### src/sv/bdp_pkg.sv
// Shared constants and types for the button debounce / double press block.
`timescale 1ns / 1ps
`default_nettype none

package bdp_pkg;

  localparam int TIME_WIDTH_DEF = 32;
  localparam int NUM_BUTTONS    = 3;
  localparam int CFG_W          = 16;
  localparam int CFG_IDX_W      = 2;

  // lane order within a poll
  localparam int BTN_UP   = 0;
  localparam int BTN_DOWN = 1;
  localparam int BTN_OK   = 2;

  localparam logic [CFG_W-1:0] DEBOUNCE_RST = 16'd50;
  localparam logic [CFG_W-1:0] WINDOW_RST   = 16'd300;

  typedef enum logic [CFG_IDX_W-1:0] {
    REG_DEBOUNCE = 2'd0,
    REG_WINDOW   = 2'd1
  } cfg_reg_t;

  typedef struct packed {
    logic up_event;
    logic down_event;
    logic ok_single;
    logic ok_double;
  } result_t;

endpackage

`default_nettype wire

### src/sv/bdp_in_if.sv
// Poll request channel: three button levels and the current time.
`timescale 1ns / 1ps
`default_nettype none

interface bdp_in_if #(
  parameter int TIME_WIDTH = bdp_pkg::TIME_WIDTH_DEF
);
  logic                  valid;
  logic                  ready;
  logic                  up_level;
  logic                  down_level;
  logic                  ok_level;
  logic [TIME_WIDTH-1:0] now_ms;

  modport source (output valid, output up_level, output down_level, output ok_level,
                  output now_ms, input ready);
  modport sink   (input valid, input up_level, input down_level, input ok_level,
                  input now_ms, output ready);
endinterface

`default_nettype wire

### src/sv/bdp_out_if.sv
// Result channel: button events of one poll.
`timescale 1ns / 1ps
`default_nettype none

interface bdp_out_if;
  logic valid;
  logic ready;
  logic up_event;
  logic down_event;
  logic ok_single;
  logic ok_double;

  modport source (output valid, output up_event, output down_event, output ok_single,
                  output ok_double, input ready);
  modport sink   (input valid, input up_event, input down_event, input ok_single,
                  input ok_double, output ready);
endinterface

`default_nettype wire

### src/sv/bdp_cfg_if.sv
// Configuration write channel.
`timescale 1ns / 1ps
`default_nettype none

interface bdp_cfg_if;
  logic                            valid;
  logic                            ready;
  logic [bdp_pkg::CFG_IDX_W-1:0]   addr;
  logic [bdp_pkg::CFG_W-1:0]       data;

  modport source (output valid, output addr, output data, input ready);
  modport sink   (input valid, input addr, input data, output ready);
endinterface

`default_nettype wire

### src/sv/bdp_lane.sv
// One button lane: edge detect and debounce against the last accepted press.
`timescale 1ns / 1ps
`default_nettype none

module bdp_lane #(
  parameter int TIME_WIDTH = bdp_pkg::TIME_WIDTH_DEF
) (
  input  logic                     clk,
  input  logic                     rst_n,
  input  logic                     en,
  input  logic                     level,
  input  logic [TIME_WIDTH-1:0]    now,
  input  logic [bdp_pkg::CFG_W-1:0] debounce,
  output logic                     press_ok
);

  logic                  prev_r;
  logic [TIME_WIDTH-1:0] accept_time_r;
  logic [TIME_WIDTH-1:0] accept_time_nxt;
  logic [TIME_WIDTH-1:0] elapsed;
  logic                  pressed;

  assign pressed  = ~level;
  // wraps modulo 2^TIME_WIDTH
  assign elapsed  = now - accept_time_r;
  assign press_ok = pressed & ~prev_r & (elapsed >= TIME_WIDTH'(debounce));
  assign accept_time_nxt = press_ok ? now : accept_time_r;

  always_ff @(posedge clk) begin
    if (!rst_n) begin
      prev_r        <= 1'b0;
      accept_time_r <= '0;
    end else if (en) begin
      prev_r        <= pressed;
      accept_time_r <= accept_time_nxt;
    end
  end

endmodule

`default_nettype wire

### src/sv/bdp_merge.sv
// Merge of lane results: ok double-press window and result assembly.
`timescale 1ns / 1ps
`default_nettype none

module bdp_merge #(
  parameter int TIME_WIDTH = bdp_pkg::TIME_WIDTH_DEF
) (
  input  logic                              clk,
  input  logic                              rst_n,
  input  logic                              en,
  input  logic [bdp_pkg::NUM_BUTTONS-1:0]   press_ok,
  input  logic [TIME_WIDTH-1:0]             now,
  input  logic [bdp_pkg::CFG_W-1:0]         window,
  output bdp_pkg::result_t                  res
);

  logic                  waiting_r;
  logic                  waiting_nxt;
  logic [TIME_WIDTH-1:0] first_time_r;
  logic [TIME_WIDTH-1:0] first_time_nxt;
  logic [TIME_WIDTH-1:0] elapsed;
  logic                  in_window;
  logic                  ok_press;
  logic                  single;
  logic                  dbl;

  assign ok_press  = press_ok[bdp_pkg::BTN_OK];
  assign elapsed   = now - first_time_r;
  assign in_window = elapsed < TIME_WIDTH'(window);

  always_comb begin
    first_time_nxt = first_time_r;
    waiting_nxt    = waiting_r;
    single         = 1'b0;
    dbl            = 1'b0;
    if (ok_press) begin
      if (waiting_r && in_window) begin
        dbl         = 1'b1;
        waiting_nxt = 1'b0;
      end else begin
        // rearm; a stale pending single is dropped. A zero window expires at once.
        first_time_nxt = now;
        single         = (window == '0);
        waiting_nxt    = (window != '0);
      end
    end else if (waiting_r && !in_window) begin
      single      = 1'b1;
      waiting_nxt = 1'b0;
    end
  end

  always_comb begin
    res.up_event   = press_ok[bdp_pkg::BTN_UP];
    res.down_event = press_ok[bdp_pkg::BTN_DOWN];
    res.ok_single  = single;
    res.ok_double  = dbl;
  end

  always_ff @(posedge clk) begin
    if (!rst_n) begin
      waiting_r    <= 1'b0;
      first_time_r <= '0;
    end else if (en) begin
      waiting_r    <= waiting_nxt;
      first_time_r <= first_time_nxt;
    end
  end

endmodule

`default_nettype wire

### src/sv/button_debounce_double_press_top.sv
// Top level of the button debounce block with ok double-press detection.
`timescale 1ns / 1ps
`default_nettype none

// Takes one poll request per clock while results drain and returns exactly one
// result per poll, in the cycle after it is accepted. Three button lanes do edge
// detection and debounce in parallel and a merge stage runs the ok double-press
// window; lanes, window compare and the output register form a single stage, so
// the sustained rate is one poll per cycle, limited only by the sink taking
// results. in_bus.ready stays high while the output register is empty or being
// drained. Configuration (debounce_ms at index 0, double_window_ms at index 1) is
// written on cfg_bus, always ready outside reset; other indices are ignored.
module button_debounce_double_press_top #(
  parameter int TIME_WIDTH = bdp_pkg::TIME_WIDTH_DEF
) (
  input  logic         clk,
  input  logic         rst_n,
  bdp_in_if.sink       in_bus,
  bdp_out_if.source    out_bus,
  bdp_cfg_if.sink      cfg_bus
);

  logic [bdp_pkg::CFG_W-1:0]       debounce_r;
  logic [bdp_pkg::CFG_W-1:0]       window_r;
  logic [bdp_pkg::NUM_BUTTONS-1:0] levels;
  logic [bdp_pkg::NUM_BUTTONS-1:0] press_ok;
  logic                            in_acc;
  logic                            cfg_acc;
  logic                            out_valid_r;
  bdp_pkg::result_t                res;
  bdp_pkg::result_t                res_r;

  assign in_bus.ready  = rst_n & (~out_valid_r | out_bus.ready);
  assign in_acc        = in_bus.valid & in_bus.ready;
  assign cfg_bus.ready = rst_n;
  assign cfg_acc       = cfg_bus.valid & cfg_bus.ready;

  assign levels[bdp_pkg::BTN_UP]   = in_bus.up_level;
  assign levels[bdp_pkg::BTN_DOWN] = in_bus.down_level;
  assign levels[bdp_pkg::BTN_OK]   = in_bus.ok_level;

  always_ff @(posedge clk) begin
    if (!rst_n) begin
      debounce_r <= bdp_pkg::DEBOUNCE_RST;
      window_r   <= bdp_pkg::WINDOW_RST;
    end else if (cfg_acc) begin
      if (cfg_bus.addr == bdp_pkg::REG_DEBOUNCE) begin
        debounce_r <= cfg_bus.data;
      end
      if (cfg_bus.addr == bdp_pkg::REG_WINDOW) begin
        window_r <= cfg_bus.data;
      end
    end
  end

  for (genvar g = 0; g < bdp_pkg::NUM_BUTTONS; g++) begin : g_lane
    bdp_lane #(
      .TIME_WIDTH (TIME_WIDTH)
    ) u_lane (
      .clk      (clk),
      .rst_n    (rst_n),
      .en       (in_acc),
      .level    (levels[g]),
      .now      (in_bus.now_ms),
      .debounce (debounce_r),
      .press_ok (press_ok[g])
    );
  end

  bdp_merge #(
    .TIME_WIDTH (TIME_WIDTH)
  ) u_merge (
    .clk      (clk),
    .rst_n    (rst_n),
    .en       (in_acc),
    .press_ok (press_ok),
    .now      (in_bus.now_ms),
    .window   (window_r),
    .res      (res)
  );

  always_ff @(posedge clk) begin
    if (!rst_n) begin
      out_valid_r <= 1'b0;
    end else if (in_acc) begin
      out_valid_r <= 1'b1;
    end else if (out_bus.ready) begin
      out_valid_r <= 1'b0;
    end
  end

  always_ff @(posedge clk) begin
    if (in_acc) begin
      res_r <= res;
    end
  end

  assign out_bus.valid      = out_valid_r;
  assign out_bus.up_event   = res_r.up_event;
  assign out_bus.down_event = res_r.down_event;
  assign out_bus.ok_single  = res_r.ok_single;
  assign out_bus.ok_double  = res_r.ok_double;

endmodule

`default_nettype wire

### src/flat_wrapper.sv
// flat-port wrapper written by rule: the top's interface ports become plain ports
module button_debounce_double_press_top_flat 
#(
  parameter int TIME_WIDTH = bdp_pkg::TIME_WIDTH_DEF
)
  (clk, rst_n, in_bus_valid, in_bus_up_level, in_bus_down_level, in_bus_ok_level, in_bus_now_ms, in_bus_ready, out_bus_valid, out_bus_up_event, out_bus_down_event, out_bus_ok_single, out_bus_ok_double, out_bus_ready, cfg_bus_valid, cfg_bus_addr, cfg_bus_data, cfg_bus_ready);
  bdp_in_if #(.TIME_WIDTH(TIME_WIDTH)) in_bus_i ();
  bdp_out_if out_bus_i ();
  bdp_cfg_if cfg_bus_i ();
  input  logic clk;
  input  logic rst_n;
  input wire logic [$bits(in_bus_i.valid)-1:0] in_bus_valid;
  input wire logic [$bits(in_bus_i.up_level)-1:0] in_bus_up_level;
  input wire logic [$bits(in_bus_i.down_level)-1:0] in_bus_down_level;
  input wire logic [$bits(in_bus_i.ok_level)-1:0] in_bus_ok_level;
  input wire logic [$bits(in_bus_i.now_ms)-1:0] in_bus_now_ms;
  output wire logic [$bits(in_bus_i.ready)-1:0] in_bus_ready;
  output wire logic [$bits(out_bus_i.valid)-1:0] out_bus_valid;
  output wire logic [$bits(out_bus_i.up_event)-1:0] out_bus_up_event;
  output wire logic [$bits(out_bus_i.down_event)-1:0] out_bus_down_event;
  output wire logic [$bits(out_bus_i.ok_single)-1:0] out_bus_ok_single;
  output wire logic [$bits(out_bus_i.ok_double)-1:0] out_bus_ok_double;
  input wire logic [$bits(out_bus_i.ready)-1:0] out_bus_ready;
  input wire logic [$bits(cfg_bus_i.valid)-1:0] cfg_bus_valid;
  input wire logic [$bits(cfg_bus_i.addr)-1:0] cfg_bus_addr;
  input wire logic [$bits(cfg_bus_i.data)-1:0] cfg_bus_data;
  output wire logic [$bits(cfg_bus_i.ready)-1:0] cfg_bus_ready;
  assign in_bus_i.valid = in_bus_valid;
  assign in_bus_i.up_level = in_bus_up_level;
  assign in_bus_i.down_level = in_bus_down_level;
  assign in_bus_i.ok_level = in_bus_ok_level;
  assign in_bus_i.now_ms = in_bus_now_ms;
  assign in_bus_ready = in_bus_i.ready;
  assign out_bus_valid = out_bus_i.valid;
  assign out_bus_up_event = out_bus_i.up_event;
  assign out_bus_down_event = out_bus_i.down_event;
  assign out_bus_ok_single = out_bus_i.ok_single;
  assign out_bus_ok_double = out_bus_i.ok_double;
  assign out_bus_i.ready = out_bus_ready;
  assign cfg_bus_i.valid = cfg_bus_valid;
  assign cfg_bus_i.addr = cfg_bus_addr;
  assign cfg_bus_i.data = cfg_bus_data;
  assign cfg_bus_ready = cfg_bus_i.ready;
  button_debounce_double_press_top #(.TIME_WIDTH(TIME_WIDTH)) u_core (.clk(clk), .rst_n(rst_n), .in_bus(in_bus_i), .out_bus(out_bus_i), .cfg_bus(cfg_bus_i));
endmodule
### config.mk
export PLATFORM = sky130hd
export DESIGN_NAME = button_debounce_double_press_top_flat
export DESIGN_NICKNAME = d
export VERILOG_FILES = /design/src/sv/bdp_pkg.sv /design/src/sv/bdp_in_if.sv /design/src/sv/bdp_out_if.sv /design/src/sv/bdp_cfg_if.sv /design/src/sv/bdp_lane.sv /design/src/sv/bdp_merge.sv /design/src/sv/button_debounce_double_press_top.sv /design/src/flat_wrapper.sv
export SDC_FILE = /design/constraint.sdc
export NUM_CORES = 1
export LEC_CHECK = 0
export BUFFER_PORTS_ARGS = -buffer_cell sky130_fd_sc_hd__buf_2
export CORE_ASPECT_RATIO = 0.6
export CORE_UTILIZATION = 45
export DETAILED_ROUTE_END_ITERATION = 10
export PLACE_DENSITY = 0.67
export RECOVER_POWER = 25
export REMOVE_ABC_BUFFERS = 1
export SLEW_MARGIN = 10
export SYNTH_ARGS = -nofsm -noshare
export SYNTH_HDL_FRONTEND = slang
export SYNTH_SLANG_ARGS = --single-unit
export TNS_END_PERCENT = 1
### constraint.sdc
create_clock -name clk -period 7.13 [get_ports clk]
set_input_delay 0.713 -clock clk [delete_from_list [all_inputs] [get_ports clk]]
set_output_delay 0.713 -clock clk [all_outputs]
set_load 0.02 [all_outputs]
==> flow_metrics.tcl, run 1 <==
set metrics [dict create \
    fin_tns_setup_ns 0 \
    async_reset_ff_share_pct 0 \
    grt_max_degree 113 \
    synthTopCellsByCount "352 x nand2_1, 197 x inv_1, 187 x ha_1" \
    synth_area_sq_um 15900 \
    drive_gt1_share_pct 6.03 \
    drcViolationCount 0 \
    r2r_start "u_core.g_lane[2].u_lane.accept_time_r[2]" \
    hold_buffers 0 \
    leakage_uw 0.00677 \
    worstSetupEndpointType "register" \
    post_drt_via_cell_ratio 6.03 \
    area_delta_synth_final_pct 7.42 \
    period_share_pct 87.1 \
    yosysWarnings 0 \
    drtPass1Iterations 6 \
    slowest_delay_ns 0.52 \
    n_antenna_cell 0 \
    finish.net_count 2357 \
    crit_fanout 33 \
    wirelength_microns 52300 \
    outcome "complete, but fails checks" \
    ctsResizeCount 0 \
    finalClockSkew_ns 0.0281 \
    power_density_nw_per_um2 172 \
    numCtsBuffers 17 \
    hp-class "register to register" \
    cp_data_arrival_time_ns 6.57 \
    die_height_microns 148 \
    violations "max-capacitance violations, max-slew violations" \
    grt_usage_pct 28.8 \
    ant_nets 0 \
    r2r_end "u_core.u_merge.first_time_r[6]" \
    whs_ns 0.461 \
    place_hpwl_microns 42400 \
    finalCriticalPeriod_ns 6.21 \
    avgSynthCellArea_sq_um 7.58 \
    fin_area_sq_um 17100 \
    synth-edff-count 4 \
    grt_pass1_vias 14300 \
    io_pins 65 \
    fill_cells 3293 \
    rr_worst_depth 21 \
    dieArea_sq_um 36200 \
    numPortBuffers 64 \
    synthTopCellsByArea "dfxtp_1 21%, ha_1 15%, mux2i_1 8.7%" \
    die_w_microns 245 \
    cp_top_family "compound AO/OA/AOI/OAI gates" \
    synthFlopType "dfxtp_1" \
    ys_types 78 \
    fmax_mhz 161 \
    clock_latency_ns 0.46 \
    finalSetupViolCount 0 \
    place_congestion 0.971 \
    total_power_uw 2950 \
    post-cts-setup-buffers 0 \
    crit_end "u_core.u_merge.first_time_r[6]" \
    slew_headroom_pct -94.9 \
    worstMarginPinSlew_ns 2.92 \
    htree_levels 4 \
    cts_tree "done" \
    drv_slew 70 \
    dr.first_iter.drc_count 1743 \
    cts.sinks 169 \
    crit_path_top_delay_cell "o31ai_1" \
    critPathLaunch "in_bus_now_ms[0]" \
    required_ns 7.49 \
    grt_pass1_wl_microns 80900 \
    cp.depth 23 \
    antenna_found_initial 0 \
    yosysTopAreaCell "dfxtp_1" \
    grt.overflow.total 0 \
    synthCells 2101 \
    reg2reg_setup_slack_ns 1.30 \
    dpl_cell_area_sq_um 16500 \
    max_cap_violations 1 \
    vias 15600 \
    row_count 52 \
    cts-root-buf "clkbuf_16" \
    rsz0062_at_grt "no" \
    wl_per_cell_microns 20.3 \
    worst_ir_drop_vdd_mv 0.136 \
    synth_seq_cells 169 \
    crit_chain "buf_2, inv_1, ha_1, fa_1, nor2b_1, o31a_1, o31ai_1, nand2_1, a21o_1, a21oi_1, xnor2_1, ha_1, a21oi_1, nand2_1, a2111oi_0, o21ai_1, or4b_1, a221o_1, nor4_1, nand4_1, nand3_2, buf_4, mux2i_1" \
    clk_path_buf_depth 2 \
    yosysTopAreaCellShare_pct 20.7 \
    path_clk_slew_ns 0.08 \
    finalHoldViolations 0 \
    ys_seq_area_share_pct 21.5 \
    worstSetupPathType "input pin to register" \
    core_sq_um 34300 \
    start_kind "input pin" \
    start_util_pct 46.4 \
    yosysMostFrequentCell "nand2_1" \
    cp_num_buf_inv 3 \
]
==> through the flow <==
step | util (%) | setup WS [ns] | std cells
2_1_floorplan | - | 0.469 | 2015
3_3_place_gp | 48.2 | 0.723 | 2548
3_5_place_dp | 48.2 | 0.604 | 2548
4_1_cts | 49.9 | 1.05 | 2580
5_1_grt | 49.9 | 0.460 | 2580
6_report | 49.9 | 0.922 | 2580
==> worst register-to-register path, stage by stage, from the launching register on <==
cell and delay (ns):
dfxtp_1 0.33, inv_1 0.05, ha_1 0.32, nor2b_1 0.17, o31a_1 0.28, o31ai_1 0.52
nand2_1 0.17, a21o_1 0.20, a21oi_1 0.17, xnor2_1 0.14, ha_1 0.27, a21oi_1 0.15
nand2_1 0.07, a2111oi_0 0.42, o21ai_1 0.15, or4b_1 0.48, a221o_1 0.35, nor4_1 0.23
nand4_1 0.31, nand3_2 0.13, buf_4 0.50, mux2i_1 0.32
==> report_power, final <==
group	switching, uW	total [uW]	internal (uW)	leakage, uW
logic	615	989	374	0.00510
registers	22.5	1000	979	0.00138
clock network	483	957	474	0.000292
total	1120	2950	1830	0.00677
==> area by class of cell <==
class / instances / area (sq um) / area share (%)
flip-flops and latches: 169 / 3420 / 20.0
inverters: 198 / 743 / 4.35
clock buffers: 17 / 425 / 2.49
well taps: 459 / 574 / 3.36
multi-input cells: 1648 / 11400 / 66.6
repair buffers: 74 / 382 / 2.23
clock inverters: 15 / 168 / 0.980
==> placed cells by master, fill, tap and decap left out, types with 14 or more instances in the layout <==
cell type,count
nand4_1,46
clkbuf_16,17
mux2i_1,139
o21bai_1,19
xnor2_1,52
nor3_1,32
nand2b_1,14
nor2_1,95
a21boi_0,33
o21a_1,20
xor2_1,26
nor2b_1,17
inv_1,197
a211oi_1,33
nand2_1,352
o21ai_0,86
or3_1,14
buf_2,56
a21o_1,39
o211ai_1,33
dfxtp_1,165
a21oi_1,140
and3_1,15
nand3_1,41
a31oi_1,16
ha_1,187
==> per-layer routing <==
layer	up-vias	part of all wire, %	routed length [microns]	GRT usage, %
met5	-	0	0	0
met4	0	1.1	575	5.28
met3	59	9.2	4810	5.70
met2	648	37	19500	38.4
met1	7309	53	27500	46.4
li1	7540	-	-	-
==> flip-flops by register name, indices dropped and copies added, names as in the netlist <==
| signal | flops |
|---|---|
| u_core.debounce_r | 16 |
| u_core.g_lane.u_lane.accept_time_r | 96 |
| u_core.g_lane.u_lane.prev_r | 3 |
| u_core.out_bus.down_event | 1 |
| u_core.out_bus.ok_double | 1 |
| u_core.out_bus.ok_single | 1 |
| u_core.out_bus.up_event | 1 |
| u_core.out_bus.valid | 1 |
| u_core.u_merge.first_time_r | 32 |
| u_core.u_merge.waiting_r | 1 |
| u_core.window_r | 16 |
==> worst min-delay path by stage <==
| stage | start | end | depth (start not counted) |
|---|---|---|---|
| CTS | u_core.g_lane[0].u_lane.accept_time_r[8] | u_core.g_lane[0].u_lane.accept_time_r[8] | 2 |
| finish | u_core.g_lane[2].u_lane.accept_time_r[19] | u_core.g_lane[2].u_lane.accept_time_r[19] | 2 |
| floorplan | u_core.g_lane[0].u_lane.accept_time_r[10] | u_core.g_lane[0].u_lane.accept_time_r[10] | 2 |
| detailed placement | u_core.g_lane[1].u_lane.accept_time_r[12] | u_core.g_lane[1].u_lane.accept_time_r[12] | 2 |
| global route | u_core.g_lane[1].u_lane.accept_time_r[20] | u_core.g_lane[1].u_lane.accept_time_r[20] | 2 |
| global placement | u_core.g_lane[0].u_lane.accept_time_r[8] | u_core.g_lane[0].u_lane.accept_time_r[8] | 2 |
==> cells by family (layout without fill, tap and decap cells) <==
kind of cell / after synthesis / in the layout / synth area share (%)
fa+ha+maj: 191 / 191 / 15.2
flops: 169 / 169 / 21.5
compound gates: 545 / 545 / 22.8
mux: 143 / 143 / 9.02
buf+inv: 284 / 304 / 7.10
xor+xnor: 78 / 78 / 4.29
simple gates: 691 / 691 / 20.1
Power figures use the tool's default switching activity.
==> inputs of run 2 (changes only) <==
Settings changed: GPL_ROUTABILITY_DRIVEN from default to 0, REMOVE_ABC_BUFFERS 1 to default.
==> run 2 against run 1 <==
Compared with the run above: the flow still finishes with violations (max-capacitance violations, max-slew violations); combinational power barely moved; critical endpoint is now u_core.g_lane[2].u_lane.accept_time_r[8]; die area did not move; sequential power barely moved; largest power group is now the clock network; sequential cell count did not move; clock power rose by 6%; design area rose by 0.35%; routed wire length fell by 1.4%.
==> flow_metrics.tcl, run 2 (synthesis results as in run 1) <==
set metrics [dict create \
    topRoutingLayerUsed "met4" \
    grt_pass1_vias 14500 \
    multiInputGateArea_sq_um 11400 \
    hp-class "register to register" \
    io_pins 65 \
    worstMarginPinSlew_ns 3.41 \
    drtPass1Iterations 7 \
    grt.overflow.total 0 \
    path_clk_slew_ns 0.07 \
    ctsResizeCount 0 \
    met1Wirelength_microns 24900 \
    dr.first_iter.drc_count 1783 \
    fin_area_sq_um 17200 \
    finish.net_count 2360 \
    worstSetupEndpointType "register" \
    numCtsBuffers 17 \
    largest_reg_flops 96 \
    vias 15900 \
    regMostFlops "u_core.g_lane.u_lane.accept_time_r" \
    grt_max_degree 77 \
    grt_usage_pct 28.6 \
    drcViolationCount 0 \
    post-cts-setup-buffers 0 \
    r2r_start "u_core.g_lane[2].u_lane.accept_time_r[2]" \
    worst_ir_drop_vdd_mv 0.159 \
    required_ns 7.50 \
    place_hpwl_microns 41300 \
    ant_nets 0 \
    clk_path_buf_depth 2 \
    outcome "complete, but fails checks" \
    fin_tns_setup_ns 0 \
    n_antenna_cell 0 \
    dieArea_sq_um 36200 \
    htree_levels 4 \
    register_area_sq_um 3420 \
    cts_tree "done" \
    slew_headroom_pct -128 \
    post_drt_via_cell_ratio 6.15 \
    row_count 52 \
    finalClockSkew_ns 0.0121 \
    drv_slew 126 \
    fill_cells 3295 \
    finalSetupViolCount 0 \
    drive_gt1_share_pct 6.08 \
    crit_fanout 76 \
    clock_latency_ns 0.46 \
    start_util_pct 46.4 \
    critPathLaunch "rst_n" \
    cp_data_arrival_time_ns 6.47 \
    cts-root-buf "clkbuf_16" \
    largestRegisters "u_core.g_lane.u_lane.accept_time_r: 96 flops, u_core.u_merge.first_time_r: 32 flops" \
    violations "max-capacitance violations, max-slew violations" \
    hold_buffers 0 \
    fmax_mhz 164 \
    die_w_microns 245 \
    dpl_cell_area_sq_um 16600 \
    total_power_uw 3000 \
    syn-num-nets 2350 \
    rsz0062_at_grt "no" \
    wl_met3_microns 6740 \
    numPortBuffers 64 \
    grt_pass1_wl_microns 80600 \
    area_delta_synth_final_pct 7.80 \
    period_share_pct 85.5 \
    cts.sinks 169 \
    layout_common_cells "352 x nand2_1, 197 x inv_1, 187 x ha_1" \
    final_common_cell "nand2_1" \
    wirelength_microns 51600 \
    dr_wl_met2_microns 19000 \
    core_sq_um 34300 \
    leakage_uw 0.00679 \
    fin_cells 2581 \
    dp.cells 2551 \
    max_cap_violations 2 \
    finalCriticalPeriod_ns 6.10 \
    antenna_found_initial 1 \
    start_kind "input pin" \
    worstSetupPathType "input pin to register" \
    min_from "u_core.g_lane[1].u_lane.accept_time_r[13]" \
    power_density_nw_per_um2 175 \
    finalHoldViolations 0 \
    wl_per_cell_microns 20.0 \
    die_height_microns 148 \
    whs_ns 0.457 \
]
[run 2: stage by stage]
step           setup WS (ns)  utilization [%]
3_5_place_dp           0.911             48.3
2_1_floorplan           1.85                -
4_1_cts                 1.38             50.1
6_report                1.03             50.1
5_1_grt                0.590             50.1
3_3_place_gp            1.14             48.3
[run 2: area by class of cell]
cell class,count,area share [%]
Clock inverter,9,0.802
Tap cell,459,3.35
Timing Repair Buffer,77,2.49
Multi-Input combinational cell,1648,66.3
Clock buffer,21,2.74
Sequential cell,169,19.9
Inverter,198,4.33
[run 2: worst max-delay path: stages]
cell and delay, ns:
clkbuf_1 1.47, clkbuf_1 2.51, buf_4 0.96, nand2_1 0.48
mux2i_1 0.28
[run 2: final timing paths]
path / end / slack [ns] / depth (start not counted)
max reg2reg: u_core.g_lane[2].u_lane.accept_time_r[8] / 1.36 / 22
max: u_core.g_lane[2].u_lane.accept_time_r[8] / 1.03 / 5
min reg2reg: u_core.g_lane[1].u_lane.accept_time_r[13] / 0.46 / 2
min: u_core.g_lane[1].u_lane.accept_time_r[13] / 0.46 / 2
[run 2: routing by layer]
metal | vias to the layer above | GRT usage, %
met5 | - | 0
met4 | 0 | 6.25
met3 | 86 | 7.63
met2 | 869 | 37.9
met1 | 7372 | 44.6
li1 | 7539 | -
[run 2: where the power goes]
part | internal (uW) | switching, uW
registers | 979 | 19.3
clock network | 579 | 427
logic | 376 | 624
